**config.mk**
```make
export PLATFORM = sky130hd
export DESIGN_NAME = modbus_slave_register_responder_top
export DESIGN_NICKNAME = d
export VERILOG_FILES = /design/src/hdl/mbs_pkg.sv /design/src/hdl/modbus_slave_register_responder_top.sv /design/src/hdl/mbs_crc_serial.sv /design/src/hdl/mbs_responder.sv
export SDC_FILE = /design/constraint.sdc
export NUM_CORES = 1
export LEC_CHECK = 0
export BUFFER_PORTS_ARGS = -buffer_cell sky130_fd_sc_hd__buf_2
export CAP_MARGIN = 20
export CORE_ASPECT_RATIO = 0.8
export CORE_MARGIN = 2
export CORE_UTILIZATION = 45
export CTS_CLUSTER_SIZE = 12
export DETAILED_ROUTE_END_ITERATION = 10
export SLEW_MARGIN = 20
export SYNTH_ARGS = -nofsm -noshare
export SYNTH_HDL_FRONTEND = slang
export SYNTH_HIERARCHICAL = 1
export SYNTH_SLANG_ARGS = --single-unit
```
**constraint.sdc**
```tcl
create_clock -name aclk -period 4.5 [get_ports aclk]
set_input_delay 1.125 -clock aclk [delete_from_list [all_inputs] [get_ports aclk]]
set_output_delay 1.125 -clock aclk [all_outputs]
set_load 0.005 [all_outputs]
```
**src/hdl/mbs_pkg.sv**
```systemverilog
// ----------------------------------------------------------------------------
// mbs_pkg
// Shared constants, the register file type and the response image mux for
// the Modbus slave register responder.
// ----------------------------------------------------------------------------
package mbs_pkg;

    localparam int FRAME_LEN   = 8;
    localparam int FRAME_IDX_W = $clog2(FRAME_LEN);
    localparam int IMAGE_LEN   = 15;
    localparam int RESP_LEN    = IMAGE_LEN + 2;
    localparam int RESP_IDX_W  = $clog2(RESP_LEN);

    localparam logic [15:0] COUNT_MAX     = 16'd9999;
    localparam logic [15:0] TICKS_MAX     = 16'hFFFF;
    localparam logic [7:0]  TIMEOUT_RESET = 8'd30;

    localparam logic [7:0] FN_READ    = 8'h03;
    localparam logic [7:0] FN_WRITE   = 8'h06;
    localparam logic [7:0] BYTE_COUNT = 8'h0C;

    localparam logic [7:0] REG_COUNT   = 8'd4;
    localparam logic [7:0] REG_ADDRESS = 8'd5;

    localparam logic [1:0] ACT_TICK   = 2'd0;
    localparam logic [1:0] ACT_BYTE   = 2'd1;
    localparam logic [1:0] ACT_BUTTON = 2'd2;

    localparam logic [15:0] CRC_INIT = 16'hFFFF;
    localparam logic [15:0] CRC_POLY = 16'hA001;

    typedef struct packed {
        logic [7:0]       addr;
        logic [3:0][7:0]  err;
        logic [15:0]      count;
    } mbs_regs_t;

    function automatic logic [7:0] image_byte(input logic [3:0] idx, input mbs_regs_t regs);
        logic [7:0] b;
        case (idx)
            4'd0:    b = regs.addr;
            4'd1:    b = FN_READ;
            4'd2:    b = BYTE_COUNT;
            4'd4:    b = regs.err[0];
            4'd6:    b = regs.err[1];
            4'd8:    b = regs.err[2];
            4'd10:   b = regs.err[3];
            4'd11:   b = regs.count[15:8];
            4'd12:   b = regs.count[7:0];
            4'd14:   b = regs.addr;
            default: b = 8'h00;
        endcase
        return b;
    endfunction

endpackage

```
**src/hdl/modbus_slave_register_responder_top.sv**
```systemverilog
// ----------------------------------------------------------------------------
// modbus_slave_register_responder_top
// Modbus RTU slave with four error flags, an event counter and the slave
// address. Collects eight-byte frames, serves function 3 reads with a CRC
// protected register image and function 6 register writes, and handles
// active-low button samples.
//
//   Channel   Direction  Word contents
//   s_        in         tuser: action[1:0]; tdata: rx_byte[7:0], button_levels[13:8]
//   m_        out        tdata: tx_byte[7:0]; tlast: tx_last
//   cfg_      in         cfg_data: frame_timeout_ticks[7:0]
//
// A tick, a received byte or a button sample is taken whenever the input is ready.
// A completed read frame starts a 17-word response; each of the 15 image words
// is folded into the bit-serial CRC engine before the next one is loaded, and
// the two CRC words follow directly, subject to any output stall.
// The input is not ready while a response is being built.
// Reset is synchronous and active low, with no clearing pass.
// ----------------------------------------------------------------------------
module modbus_slave_register_responder_top
    import mbs_pkg::*;
(
    input  logic        aclk,
    input  logic        aresetn,
    input  logic        s_tvalid,
    output logic        s_tready,
    input  logic [1:0]  s_tuser,   // action[1:0]
    input  logic [15:0] s_tdata,   // rx_byte[7:0], button_levels[13:8], zero[15:14]
    output logic        m_tvalid,
    input  logic        m_tready,
    output logic [7:0]  m_tdata,   // tx_byte[7:0]
    output logic        m_tlast,
    input  logic        cfg_valid,
    output logic        cfg_ready,
    input  logic [7:0]  cfg_data
);

    logic [7:0]             timeout_reg;
    logic [15:0]            ticks_reg, ticks_next;
    logic [FRAME_IDX_W-1:0] fill_reg, fill_next;
    logic [5:0]             held_reg, held_next;
    mbs_regs_t              regs_reg, regs_next;
    logic [7:0]             frame_reg [FRAME_LEN];

    logic                   accept;
    logic [7:0]             rx_byte;
    logic [5:0]             levels;
    logic [5:0]             pressed;
    logic [FRAME_IDX_W-1:0] fill_eff;
    logic                   frame_full;
    logic                   addr_hit;
    logic                   resp_start;
    logic                   resp_busy;
    logic [15:0]            count_up;

    assign accept  = s_tvalid && s_tready;
    assign rx_byte = s_tdata[7:0];
    assign levels  = s_tdata[13:8];
    assign pressed = ~levels & ~held_reg;

    assign fill_eff   = (ticks_reg > {8'h00, timeout_reg}) ? '0 : fill_reg;
    assign frame_full = (fill_eff == FRAME_IDX_W'(FRAME_LEN - 1));
    assign addr_hit   = (frame_reg[0] == regs_reg.addr);

    always_comb begin
        ticks_next = ticks_reg;
        fill_next  = fill_reg;
        held_next  = held_reg;
        regs_next  = regs_reg;
        resp_start = 1'b0;
        count_up   = regs_reg.count;
        if (accept) begin
            case (s_tuser)
                ACT_TICK: begin
                    if (ticks_reg != TICKS_MAX) begin
                        ticks_next = ticks_reg + 16'd1;
                    end
                end
                ACT_BYTE: begin
                    if (ticks_reg > {8'h00, timeout_reg}) begin
                        ticks_next = 16'd0;
                    end
                    fill_next = fill_eff + 1'b1;
                    if (frame_full && addr_hit) begin
                        if (frame_reg[1] == FN_READ) begin
                            resp_start = 1'b1;
                        end else if (frame_reg[1] == FN_WRITE) begin
                            if (frame_reg[3] < REG_COUNT) begin
                                regs_next.err[frame_reg[3][1:0]] = frame_reg[5];
                            end else if (frame_reg[3] == REG_COUNT) begin
                                regs_next.count = {frame_reg[4], frame_reg[5]};
                            end else if (frame_reg[3] == REG_ADDRESS) begin
                                regs_next.addr = frame_reg[5];
                            end
                        end
                    end
                end
                ACT_BUTTON: begin
                    held_next = ~levels;
                    if (pressed[0] && regs_reg.count < COUNT_MAX) begin
                        count_up = regs_reg.count + 16'd1;
                    end
                    regs_next.count = count_up;
                    if (pressed[1] && count_up != 16'd0) begin
                        regs_next.count = count_up - 16'd1;
                    end
                    for (int i = 0; i < 4; i++) begin
                        if (pressed[3'(i + 2)]) begin
                            regs_next.err[2'(i)] = (regs_reg.err[2'(i)] == 8'd1) ? 8'd0 : 8'd1;
                        end
                    end
                end
                default: begin
                end
            endcase
        end
    end

    always_ff @(posedge aclk) begin
        if (accept && s_tuser == ACT_BYTE) begin
            frame_reg[fill_eff] <= rx_byte;
        end
        if (!aresetn) begin
            timeout_reg <= TIMEOUT_RESET;
            ticks_reg   <= 16'd0;
            fill_reg    <= '0;
            held_reg    <= 6'd0;
            regs_reg    <= '0;
        end else begin
            if (cfg_valid && cfg_ready) begin
                timeout_reg <= cfg_data;
            end
            ticks_reg <= ticks_next;
            fill_reg  <= fill_next;
            held_reg  <= held_next;
            regs_reg  <= regs_next;
        end
    end

    mbs_responder u_resp (
        .aclk     (aclk),
        .aresetn  (aresetn),
        .start    (resp_start),
        .regs     (regs_reg),
        .busy     (resp_busy),
        .m_tvalid (m_tvalid),
        .m_tready (m_tready),
        .m_tdata  (m_tdata),
        .m_tlast  (m_tlast)
    );

    assign s_tready  = !resp_busy;
    assign cfg_ready = 1'b1;

    a_hold_input: assert property (@(posedge aclk) disable iff (!aresetn)
        resp_start |=> !s_tready)
        else $error("Input accepted right after a read request");

endmodule

```
**src/hdl/mbs_crc_serial.sv**
```systemverilog
// ----------------------------------------------------------------------------
// mbs_crc_serial
// Bit-serial CRC-16 (Modbus) engine. A loaded byte is folded in and then
// shifted through the polynomial one bit per cycle until all its bits are done.
// ----------------------------------------------------------------------------
module mbs_crc_serial
    import mbs_pkg::*;
(
    input  logic        aclk,
    input  logic        aresetn,
    input  logic        init,
    input  logic        load,
    input  logic [7:0]  data,
    output logic        done,
    output logic [15:0] crc
);

    logic [15:0] crc_reg, crc_next;
    logic [3:0]  cnt_reg, cnt_next;

    always_comb begin
        crc_next = crc_reg;
        cnt_next = cnt_reg;
        if (init) begin
            crc_next = CRC_INIT;
            cnt_next = 4'd0;
        end else if (load) begin
            crc_next = crc_reg ^ {8'h00, data};
            cnt_next = 4'd8;
        end else if (cnt_reg != 4'd0) begin
            crc_next = crc_reg[0] ? ((crc_reg >> 1) ^ CRC_POLY) : (crc_reg >> 1);
            cnt_next = cnt_reg - 4'd1;
        end
    end

    always_ff @(posedge aclk) begin
        crc_reg <= crc_next;
        if (!aresetn) begin
            cnt_reg <= 4'd0;
        end else begin
            cnt_reg <= cnt_next;
        end
    end

    assign done = (cnt_reg == 4'd0);
    assign crc  = crc_reg;

    a_load_when_done: assert property (@(posedge aclk) disable iff (!aresetn)
        load |-> done)
        else $error("CRC byte loaded while previous byte still shifting");

endmodule

```
**src/hdl/mbs_responder.sv**
```systemverilog
// ----------------------------------------------------------------------------
// mbs_responder
// Read response sequencer: walks the register image byte by byte, feeds the
// serial CRC engine, appends the CRC and drives the output word register.
// ----------------------------------------------------------------------------
module mbs_responder
    import mbs_pkg::*;
(
    input  logic        aclk,
    input  logic        aresetn,
    input  logic        start,
    input  mbs_regs_t   regs,
    output logic        busy,
    output logic        m_tvalid,
    input  logic        m_tready,
    output logic [7:0]  m_tdata,
    output logic        m_tlast
);

    localparam logic [1:0] ST_IDLE  = 2'd0;
    localparam logic [1:0] ST_LOAD  = 2'd1;
    localparam logic [1:0] ST_SHIFT = 2'd2;

    localparam logic [RESP_IDX_W-1:0] IDX_CRC_LO = RESP_IDX_W'(IMAGE_LEN);
    localparam logic [RESP_IDX_W-1:0] IDX_CRC_HI = RESP_IDX_W'(IMAGE_LEN + 1);

    logic [1:0]            state_reg, state_next;
    logic [RESP_IDX_W-1:0] idx_reg, idx_next;
    logic                  out_valid_reg, out_valid_next;
    logic [7:0]            out_byte_reg, out_byte_next;
    logic                  out_last_reg, out_last_next;

    logic        out_free;
    logic [7:0]  sel_byte;
    logic        crc_load;
    logic        crc_done;
    logic [15:0] crc_val;

    mbs_crc_serial u_crc (
        .aclk    (aclk),
        .aresetn (aresetn),
        .init    (start),
        .load    (crc_load),
        .data    (sel_byte),
        .done    (crc_done),
        .crc     (crc_val)
    );

    assign out_free = !out_valid_reg || m_tready;

    always_comb begin
        if (idx_reg == IDX_CRC_LO) begin
            sel_byte = crc_val[7:0];
        end else if (idx_reg == IDX_CRC_HI) begin
            sel_byte = crc_val[15:8];
        end else begin
            sel_byte = image_byte(idx_reg[3:0], regs);
        end
    end

    always_comb begin
        state_next     = state_reg;
        idx_next       = idx_reg;
        out_valid_next = out_valid_reg && !m_tready;
        out_byte_next  = out_byte_reg;
        out_last_next  = out_last_reg;
        crc_load       = 1'b0;
        case (state_reg)
            ST_IDLE: begin
                if (start) begin
                    state_next = ST_LOAD;
                    idx_next   = '0;
                end
            end
            ST_LOAD: begin
                if (out_free) begin
                    out_valid_next = 1'b1;
                    out_byte_next  = sel_byte;
                    out_last_next  = (idx_reg == IDX_CRC_HI);
                    idx_next       = idx_reg + 1'b1;
                    if (idx_reg < IDX_CRC_LO) begin
                        crc_load   = 1'b1;
                        state_next = ST_SHIFT;
                    end else if (idx_reg == IDX_CRC_HI) begin
                        state_next = ST_IDLE;
                    end
                end
            end
            ST_SHIFT: begin
                if (crc_done) begin
                    state_next = ST_LOAD;
                end
            end
            default: begin
                state_next = ST_IDLE;
            end
        endcase
    end

    always_ff @(posedge aclk) begin
        idx_reg      <= idx_next;
        out_byte_reg <= out_byte_next;
        out_last_reg <= out_last_next;
        if (!aresetn) begin
            state_reg     <= ST_IDLE;
            out_valid_reg <= 1'b0;
        end else begin
            state_reg     <= state_next;
            out_valid_reg <= out_valid_next;
        end
    end

    assign busy     = (state_reg != ST_IDLE);
    assign m_tvalid = out_valid_reg;
    assign m_tdata  = out_byte_reg;
    assign m_tlast  = out_last_reg;

    a_start_idle: assert property (@(posedge aclk) disable iff (!aresetn)
        start |-> state_reg == ST_IDLE)
        else $error("Response started while a response is in progress");

    a_shift_return: assert property (@(posedge aclk) disable iff (!aresetn)
        (state_reg == ST_SHIFT && crc_done) |=> state_reg == ST_LOAD)
        else $error("Sequencer did not return to load after CRC byte");

    a_last_idle: assert property (@(posedge aclk) disable iff (!aresetn)
        (state_reg == ST_LOAD && out_free && idx_reg == IDX_CRC_HI) |=>
            (state_reg == ST_IDLE && m_tlast && m_tvalid))
        else $error("Final response word not marked last");

endmodule
```
==> impl_metrics.yaml, run 1 <==
sta:
  rsz0062_at_grt: "no"
  finalHoldViolations: 0
  period_share: 0.9260
  relSlewSlack: 0.2519
  fmaxAchievable_mhz: 240.0
  setup_viol: 0
  setup_tns_ps: 0
  fin_skew_ps: 17.19
  fin_crit_ps: 4167
  drv_slew: 0
  tightest_slew_ps: 1120
clock_network:
  h-tree-depth: 4
  cts-buffers-inserted: 17
  ctsHoldBuffers: 0
  clkTransAtPathRegs_ps: 70
  worstSkewPairLatency_ps: 440
  cts_tree: "done"
  root_buffer: "clkbuf_16"
  cts.sinks: 164
  cts_max_path_buffers: 2
worst_setup_path:
  worstRegToRegCells: 21
  cp.required_ps: 4810
  cp-start-kind: "flip-flop"
  setup.worst_path.class: "reg -> reg"
  worstPathMaxFanout: 15
  path_cells: "inv_1 -> ha_1 -> nor2b_1 -> o21a_1 -> o21a_1 -> o21ai_0 -> a21oi_1 -> nor2_2 -> buf_4 -> and2_1 -> ha_1 -> ha_1 -> nor4bb_1 -> nand2_1 -> or4_1 -> a21oi_2 -> o21ai_1 -> buf_4 -> or3_1 -> o211ai_1 -> a31oi_1"
  critPathMaxStageDelay_ps: 570
  path_depth: 21
  critPathCaptureType: "flip-flop"
  crit_family: "simple AND/OR/NAND/NOR gates"
  cpMostUsedCell: "ha_1"
  cp_num_buf_inv: 3
  startpoint: "timeout_reg[1]"
  r2r-start: "timeout_reg[1]"
  cpMaxStageDelayCell: "or4_1"
  crit_arrival_ps: 4480
route:
  vias: 7273
  first_pass_iters: 6
  avgViaCountPerCell: 5.772
  wl_per_cell_um: 18.36
  ant_nets: 0
  finalWirelength_mm: 23.13
  drt_iter0_markers: 821
  drcViolationCount: 0
global_routing:
  grt_pass1_wl_mm: 37.03
  antenna_found_initial: 0
  grt_usage: 0.2288
  grt_pass1_vias: 6541
  grt.overflow.total: 0
  grt_max_degree: 31
hold_path:
  min_path_cells: 2
  hp-class: "reg -> reg"
  holdCritStartpoint: "regs_reg[17]"
floorplan:
  die_w_um: 160.7
  rows: 45
  die_area_sq_um: 20790
  core_area_sq_um: 19140
  die_height_um: 129.4
  pin_count: 43
  start_util: 0.4618
final_layout:
  mostFrequentLayoutCells: "dfxtp_1 (110), nor2_1 (88), nand2_1 (82)"
  drive_gt1_frac: 0.1467
  antenna_cells: 0
  areaGrowthSynthToFinish_pct: 12.98
  mostFrequentLayoutCell: "dfxtp_1"
  largest_reg_flops: 56
  layout.cells.non_filler: 1260
  fillers: 1776
  layout.nets: 1039
synth:
  synth_cell_type_count: 84
  synth_cells: 953
  yosysTopAreaCell: "dfxtp_1"
  async_reset_ff_frac: 0
  synthTopCellsByArea: "dfxtp_1 (25%), edfxtp_1 (18%), mux2i_1 (5.5%)"
  yosysTopAreaCellShare: 0.2491
  ys_seq_area_frac: 0.4326
  synth_seq_cells: 164
  syn_nets: 1003
  avgSynthCellArea_sq_um: 9.276
  yosys_warnings: 6
  synth_top_flop_cell: "dfxtp_1"
  netlist_area_sq_um: 8840
  synth_edf_count: 54
pwr:
  vdd_drop_max_mv: 0.2261
  p_leak_uw: 0.003665
  powerDensity_nw_per_um2: 389.2
place:
  portBuffers: 37
  gp_congestion: 0.8832
  place.detailed.hpwl_mm: 16.61
  dp_cells: 1222
outcome:
  status: "completed"
flow_run:
  drv_cap: 0
-- synthesized netlist by cell type (all sizes together) (8+ instances only) --
master and count:
a211oi 19, a21oi 53, a221oi 10, a22oi 10
a31oi 9, and2 8, and3 10, buf 24
clkbuf 34, dfxtp 110, edfxtp 54, ha 19
inv 26, mux2i 49, nand2 83, nand2b 13
nand3 25, nand4 24, nor2 91, nor2b 17
nor3 43, nor3b 10, nor4 15, o211ai 10
o21ai 22, o31ai 12, or2 11, or4 13
xnor2 26, xor2 12
-- timing repair --
action,CTS,global route
pin swaps,0,1
setup endpoints to repair,1,28
buffers inserted,0,6
resized for setup,1,2
-- power breakdown --
group	switching, uW	leakage (uW)	internal, uW
clock network	638	0.000305	887
registers	104	0.00139	1640
logic	351	0.00197	270
-- tightest hold or removal path: stages (launching register included) --
cell,delay [ps]
dfxtp_1,320
nand2_1,60
a21oi_1,50
-- stage by stage --
step / power [uW] / hold WS, ps / worst slack (ps) / utilization / area, sq um
4_1_cts: 3913 / 467.6 / 83.07 / 0.5186 / 9928
6_report: 3887 / 471.8 / 333.1 / 0.5217 / 9987
3_3_place_gp: 2371 / 459.6 / 81.81 / 0.4861 / 9305
5_1_grt: 4055 / 492.1 / 10.34 / 0.5217 / 9987
3_5_place_dp: 2385 / 459.9 / 53.16 / 0.4861 / 9305
2_1_floorplan: 2228 / 440.0 / 348.5 / - / 8840
-- area by class of cell --
cell class	count	area [sq um]	area share
tap	258	322.8	0.03232
clock inverter	10	102.6	0.01027
sequential	164	3824	0.3829
timing repair buffer	75	483.0	0.04836
multi-input combinational	704	4634	0.4640
inverter	27	102.6	0.01027
clock buffer	22	518.0	0.05187
-- final timing paths --
check                               endpoint  slack, ps
worst max-delay path             regs_reg[3]        330
worst min-delay path            regs_reg[17]        470
worst max register to register   regs_reg[3]        330
worst min register to register  regs_reg[17]        470
-- logic make-up after synthesis --
logic type / Yosys count / synth area share
buffers and inverters: 85 / 0.04699
flip-flops: 164 / 0.4326
multiplexers: 51 / 0.05803
XOR/XNOR: 38 / 0.03765
adder cells (fa/ha/maj): 19 / 0.02689
AND/OR/NAND/NOR: 401 / 0.2418
AO/OA/AOI/OAI: 194 / 0.1557
other: 1 / 0.0004242
-- layer usage --
metal | wire length, um | GRT usage | up-vias
met2 | 9314 | 0.3167 | 207
li1 | - | - | 3618
met5 | 0 | 0 | -
met3 | 1354 | 0.04449 | 23
met1 | 12220 | 0.3632 | 3425
met4 | 240 | 0.05200 | 0
No activity file was read; power rests on OpenSTA's default activity.
==> run 2, diff against run 1 <==
CORE_ASPECT_RATIO = 1.75   (was 0.8)
==> impl_metrics.yaml, run 2 (synthesis gave the netlist of run 1 again) <==
final_layout:
  fillers: 1795
  layout.nets: 1040
  drive_gt1_frac: 0.1486
  mostFrequentLayoutCells: "dfxtp_1 (110), nor2_1 (88), nand2_1 (82)"
  antenna_cells: 0
  multiInputGateArea_sq_um: 4638
  mostFrequentLayoutCell: "dfxtp_1"
  seq_area_sq_um: 3824
  areaGrowthSynthToFinish_pct: 12.24
  largest_reg_flops: 56
  post-route-util: 0.5168
global_routing:
  grt_pass1_wl_mm: 38.65
  grt.overflow.total: 0
  antenna_found_initial: 0
  grt_pass1_vias: 7406
  grt_usage: 0.2458
  grt_max_degree: 31
worst_setup_path:
  worstRegToRegCells: 21
  worstPathMaxFanout: 8
  cp.required_ps: 4880
  startpoint: "timeout_reg[1]"
  critPathCapture: "regs_reg[12]"
  critPathCaptureType: "flip-flop"
  r2r-start: "timeout_reg[1]"
  setup.worst_path.class: "reg -> reg"
  ff2ff_setup_slack_ps: 390
  cp-start-kind: "flip-flop"
  crit_arrival_ps: 4490
  rr_endpoint: "regs_reg[12]"
pwr:
  vdd_drop_max_mv: 0.2467
  p_leak_uw: 0.003655
  powerDensity_nw_per_um2: 377.3
sta:
  fin_crit_ps: 4106
  period_share: 0.9124
  tightest_slew_ps: 1059
  setup_tns_ps: 0
  rsz0062_at_grt: "no"
  setup_viol: 0
  worst_slack_ps: 394.1
  drv_slew: 0
  fmaxAchievable_mhz: 243.5
  relSlewSlack: 0.2901
  finalHoldViolations: 0
  fin_skew_ps: 12.75
route:
  drcViolationCount: 0
  vias: 7441
  first_pass_iters: 5
  wl_per_cell_um: 19.85
  avgViaCountPerCell: 5.982
  ant_nets: 0
  drt_iter0_markers: 419
  finalWirelength_mm: 24.69
place:
  place.detailed.hpwl_mm: 18.39
  gp_congestion: 0.8864
  portBuffers: 37
  place_ws_ps: 45.24
clock_network:
  cts.sinks: 164
  worstSkewPairLatency_ps: 430
  cts_max_path_buffers: 2
  cts_tree: "done"
  cts-buffers-inserted: 17
  clkTransAtPathRegs_ps: 70
  ctsHoldBuffers: 0
  h-tree-depth: 4
  root_buffer: "clkbuf_16"
floorplan:
  pin_count: 43
  die_w_um: 110.0
  die_area_sq_um: 20830
  rows: 67
  core_area_sq_um: 19200
  start_util: 0.4605
  die_height_um: 189.4
hold_path:
  hp-class: "reg -> reg"
flow_run:
  drv_cap: 0
outcome:
  status: "completed"
## run 2: cell type report
type                    count  area share
clock buffers              21     0.04767
multi-input cells         704      0.4675
repair buffers             76     0.04943
well taps                 241     0.03039
clock inverters            11    0.009332
inverters                  27     0.01034
flip-flops and latches    164      0.3854
## run 2: stage by stage
step	hold slack (ps)	area (sq um)	std cells	power (uW)
after global routing	490.3	9922	1244	3912
after detailed placement	468.5	9329	1211	2382
after CTS	477.5	9894	1243	3774
final	477.1	9922	1244	3744
after floorplan	440.0	8840	953	2228
after global placement	463.0	9329	1211	2370
## run 2: worst max-delay path: stages, from the launching register on
cell and delay (ps):
dfxtp_1 310, inv_1 50, ha_1 290, nor2b_1 130, o21a_1 160, o21a_1 160
o21ai_1 140, a21oi_2 130, nor2_4 160, and2_1 180, ha_1 160, ha_1 130
nor4bb_1 250, nand2_1 110, or4_1 590, a21oi_2 200, buf_4 180, o21a_2 230
buf_4 150, nor2_1 30, nor3_1 170, o31a_1 150
## run 2: timing repair
item	in CTS	in global routing
setup buffers	0	1
setup endpoints to repair	0	51
resized for setup	0	7
## run 2: how the worst min path moves through the flow
stage,startpoint,cells past startpoint,slack (ps),end
after floorplan,regs_reg[27],2,440,regs_reg[27]
after global placement,regs_reg[19],2,460,regs_reg[19]
after detailed placement,regs_reg[19],2,470,regs_reg[19]
after CTS,regs_reg[19],2,480,regs_reg[19]
after global routing,regs_reg[17],2,490,regs_reg[17]
final,regs_reg[17],2,480,regs_reg[17]
## run 2: report_power, final
group	switching, uW	leakage [uW]	internal [uW]
logic	341	0.00199	270
clock network	626	0.000277	769
registers	101	0.00139	1640
## run 2: layer usage
layer / up-vias / GRT usage / wire (um) / share of wire
met1: 3576 / 0.2479 / 9050 / 0.37
met2: 183 / 0.4512 / 13410 / 0.54
met4: 0 / 0.1529 / 1439 / 0.058
met3: 77 / 0.04165 / 794 / 0.032
met5: - / 0 / 0 / 0
li1: 3605 / - / - / -
==> run 3, diff against run 2 <==
CORE_UTILIZATION = 60   (was 45)
PLACE_DENSITY = 0.78   (was unset)
==> impl_metrics.yaml, run 3 (synthesis gave the netlist of run 1 again) <==
outcome:
  status: "completed"
route:
  drt_iter0_markers: 561
  wl_per_cell_um: 19.51
  drcViolationCount: 0
  first_pass_iters: 6
  finalWirelength_mm: 22.90
  avgViaCountPerCell: 6.407
  vias: 7522
  ant_nets: 0
sta:
  relSlewSlack: 0.2704
  setup_viol: 0
  fin_crit_ps: 4236
  tightest_slew_ps: 1092
  worst_slack_ps: 263.6
  hold_ws_ps: 473.8
  fin_skew_ps: 21.35
  finalHoldViolations: 0
  drv_slew: 0
  period_share: 0.9414
  fmaxAchievable_mhz: 236.1
pwr:
  powerDensity_nw_per_um2: 388.8
  p_leak_uw: 0.003619
  total_power_uw: 3820
  vdd_drop_max_mv: 0.2783
clock_network:
  cts.sinks: 164
  ctsHoldBuffers: 0
  cts_max_path_buffers: 2
  cts_tree: "done"
  root_buffer: "clkbuf_16"
  post-cts-setup-buffers: 0
  worstSkewPairLatency_ps: 430
  cts-buffers-inserted: 17
  clkTransAtPathRegs_ps: 80
  h-tree-depth: 4
final_layout:
  post-route-util: 0.6838
  antenna_cells: 0
  largest_reg_flops: 56
  mostFrequentLayoutCells: "dfxtp_1 (110), nor2_1 (88), nand2_1 (82)"
  mostFrequentLayoutCell: "dfxtp_1"
  layout.nets: 1031
  fillers: 1141
  layout.cells.non_filler: 1174
  areaGrowthSynthToFinish_pct: 11.15
  drive_gt1_frac: 0.1439
global_routing:
  grt_pass1_vias: 7229
  antenna_found_initial: 0
  grt_pass1_wl_mm: 36.36
  grt_usage: 0.2997
  grt_max_degree: 60
  grt.overflow.total: 0
floorplan:
  die_height_um: 164.6
  core_area_sq_um: 14370
  die_area_sq_um: 15760
  die_w_um: 95.76
  pin_count: 43
  start_util: 0.6152
  rows: 58
flow_run:
  drv_cap: 0
place:
  place.detailed.hpwl_mm: 16.73
  dp_cells: 1142
  gp_congestion: 0.9260
  portBuffers: 37
  place_ws_ps: -7.000
worst_setup_path:
  crit_arrival_ps: 4570
  cp.required_ps: 4830
  cp-start-kind: "flip-flop"
  worstPathMaxFanout: 7
  critPathCaptureType: "flip-flop"
  setup.worst_path.class: "reg -> reg"
hold_path:
  hp-class: "reg -> reg"
-- run 3: cell types whose count changed in the layout (fill, tap and decap cells not counted), sizes merged --
| cell | change |
|---|---|
| buf | -9 |
| clkbuf | -4 |
| clkinv | +1 |
| clkinvlp | -1 |
| inv | +4 |
-- run 3: worst paths after layout --
path / endpoint / slack, ps / cells past startpoint / start
worst max-delay path: regs_reg[14] / 260 / 17 / ticks_reg[1]
worst min-delay path: regs_reg[19] / 470 / 2 / regs_reg[19]
worst max register to register: regs_reg[14] / 260 / 17 / ticks_reg[1]
worst min register to register: regs_reg[19] / 470 / 2 / regs_reg[19]
-- run 3: cell type report --
type | instances | area [sq um] | share of cell area
multi-input combinational | 704 | 4651 | 0.4733
sequential | 164 | 3824 | 0.3892
clock buffer | 17 | 425.4 | 0.04330
timing repair buffer | 67 | 410.4 | 0.04177
tap | 180 | 225.2 | 0.02292
clock inverter | 15 | 187.7 | 0.01910
inverter | 27 | 102.6 | 0.01044
-- run 3: through the flow --
| step | area [sq um] | TNS (ps) |
|---|---|---|
| 2_1_floorplan | 8840 | 0 |
| 3_3_place_gp | 9175 | 0 |
| 3_5_place_dp | 9175 | -7.000 |
| 4_1_cts | 9791 | 0 |
| 5_1_grt | 9826 | -53.09 |
| 6_report | 9826 | 0 |
-- run 3: layer usage --
| layer | GRT usage | up-vias | wire length, um |
|---|---|---|---|
| li1 | - | 3586 | - |
| met1 | 0.3212 | 3601 | 8419 |
| met2 | 0.5521 | 258 | 12540 |
| met3 | 0.04151 | 77 | 772 |
| met4 | 0.1604 | 0 | 1168 |
| met5 | 0 | - | 0 |
-- run 3: report_power, final --
group	leakage (uW)	total [uW]	internal (uW)	switching, uW
sequential	0.00139	1740	1640	102
clock	0.000296	1480	763	713
combinational	0.00193	606	267	339
-- run 3: critical path, stage by stage (launching register included) --
cell and delay [ps]:
dfxtp_1 400, ha_1 260, nor2b_1 130, o21a_1 150, o21a_1 160, o21ai_1 160, a21oi_2 130, nor2_4 150
and2_4 180, ha_1 150, ha_1 150, nor4bb_2 280, nand2_1 110, or4_1 570, a21oi_2 230, o21ai_2 140
or4_1 560, a41oi_2 210
-- run 3: what timing repair did --
item / in CTS / in global routing
pin swaps: 0 / 1
gates resized for setup: 1 / 7
setup endpoints to repair: 1 / 40
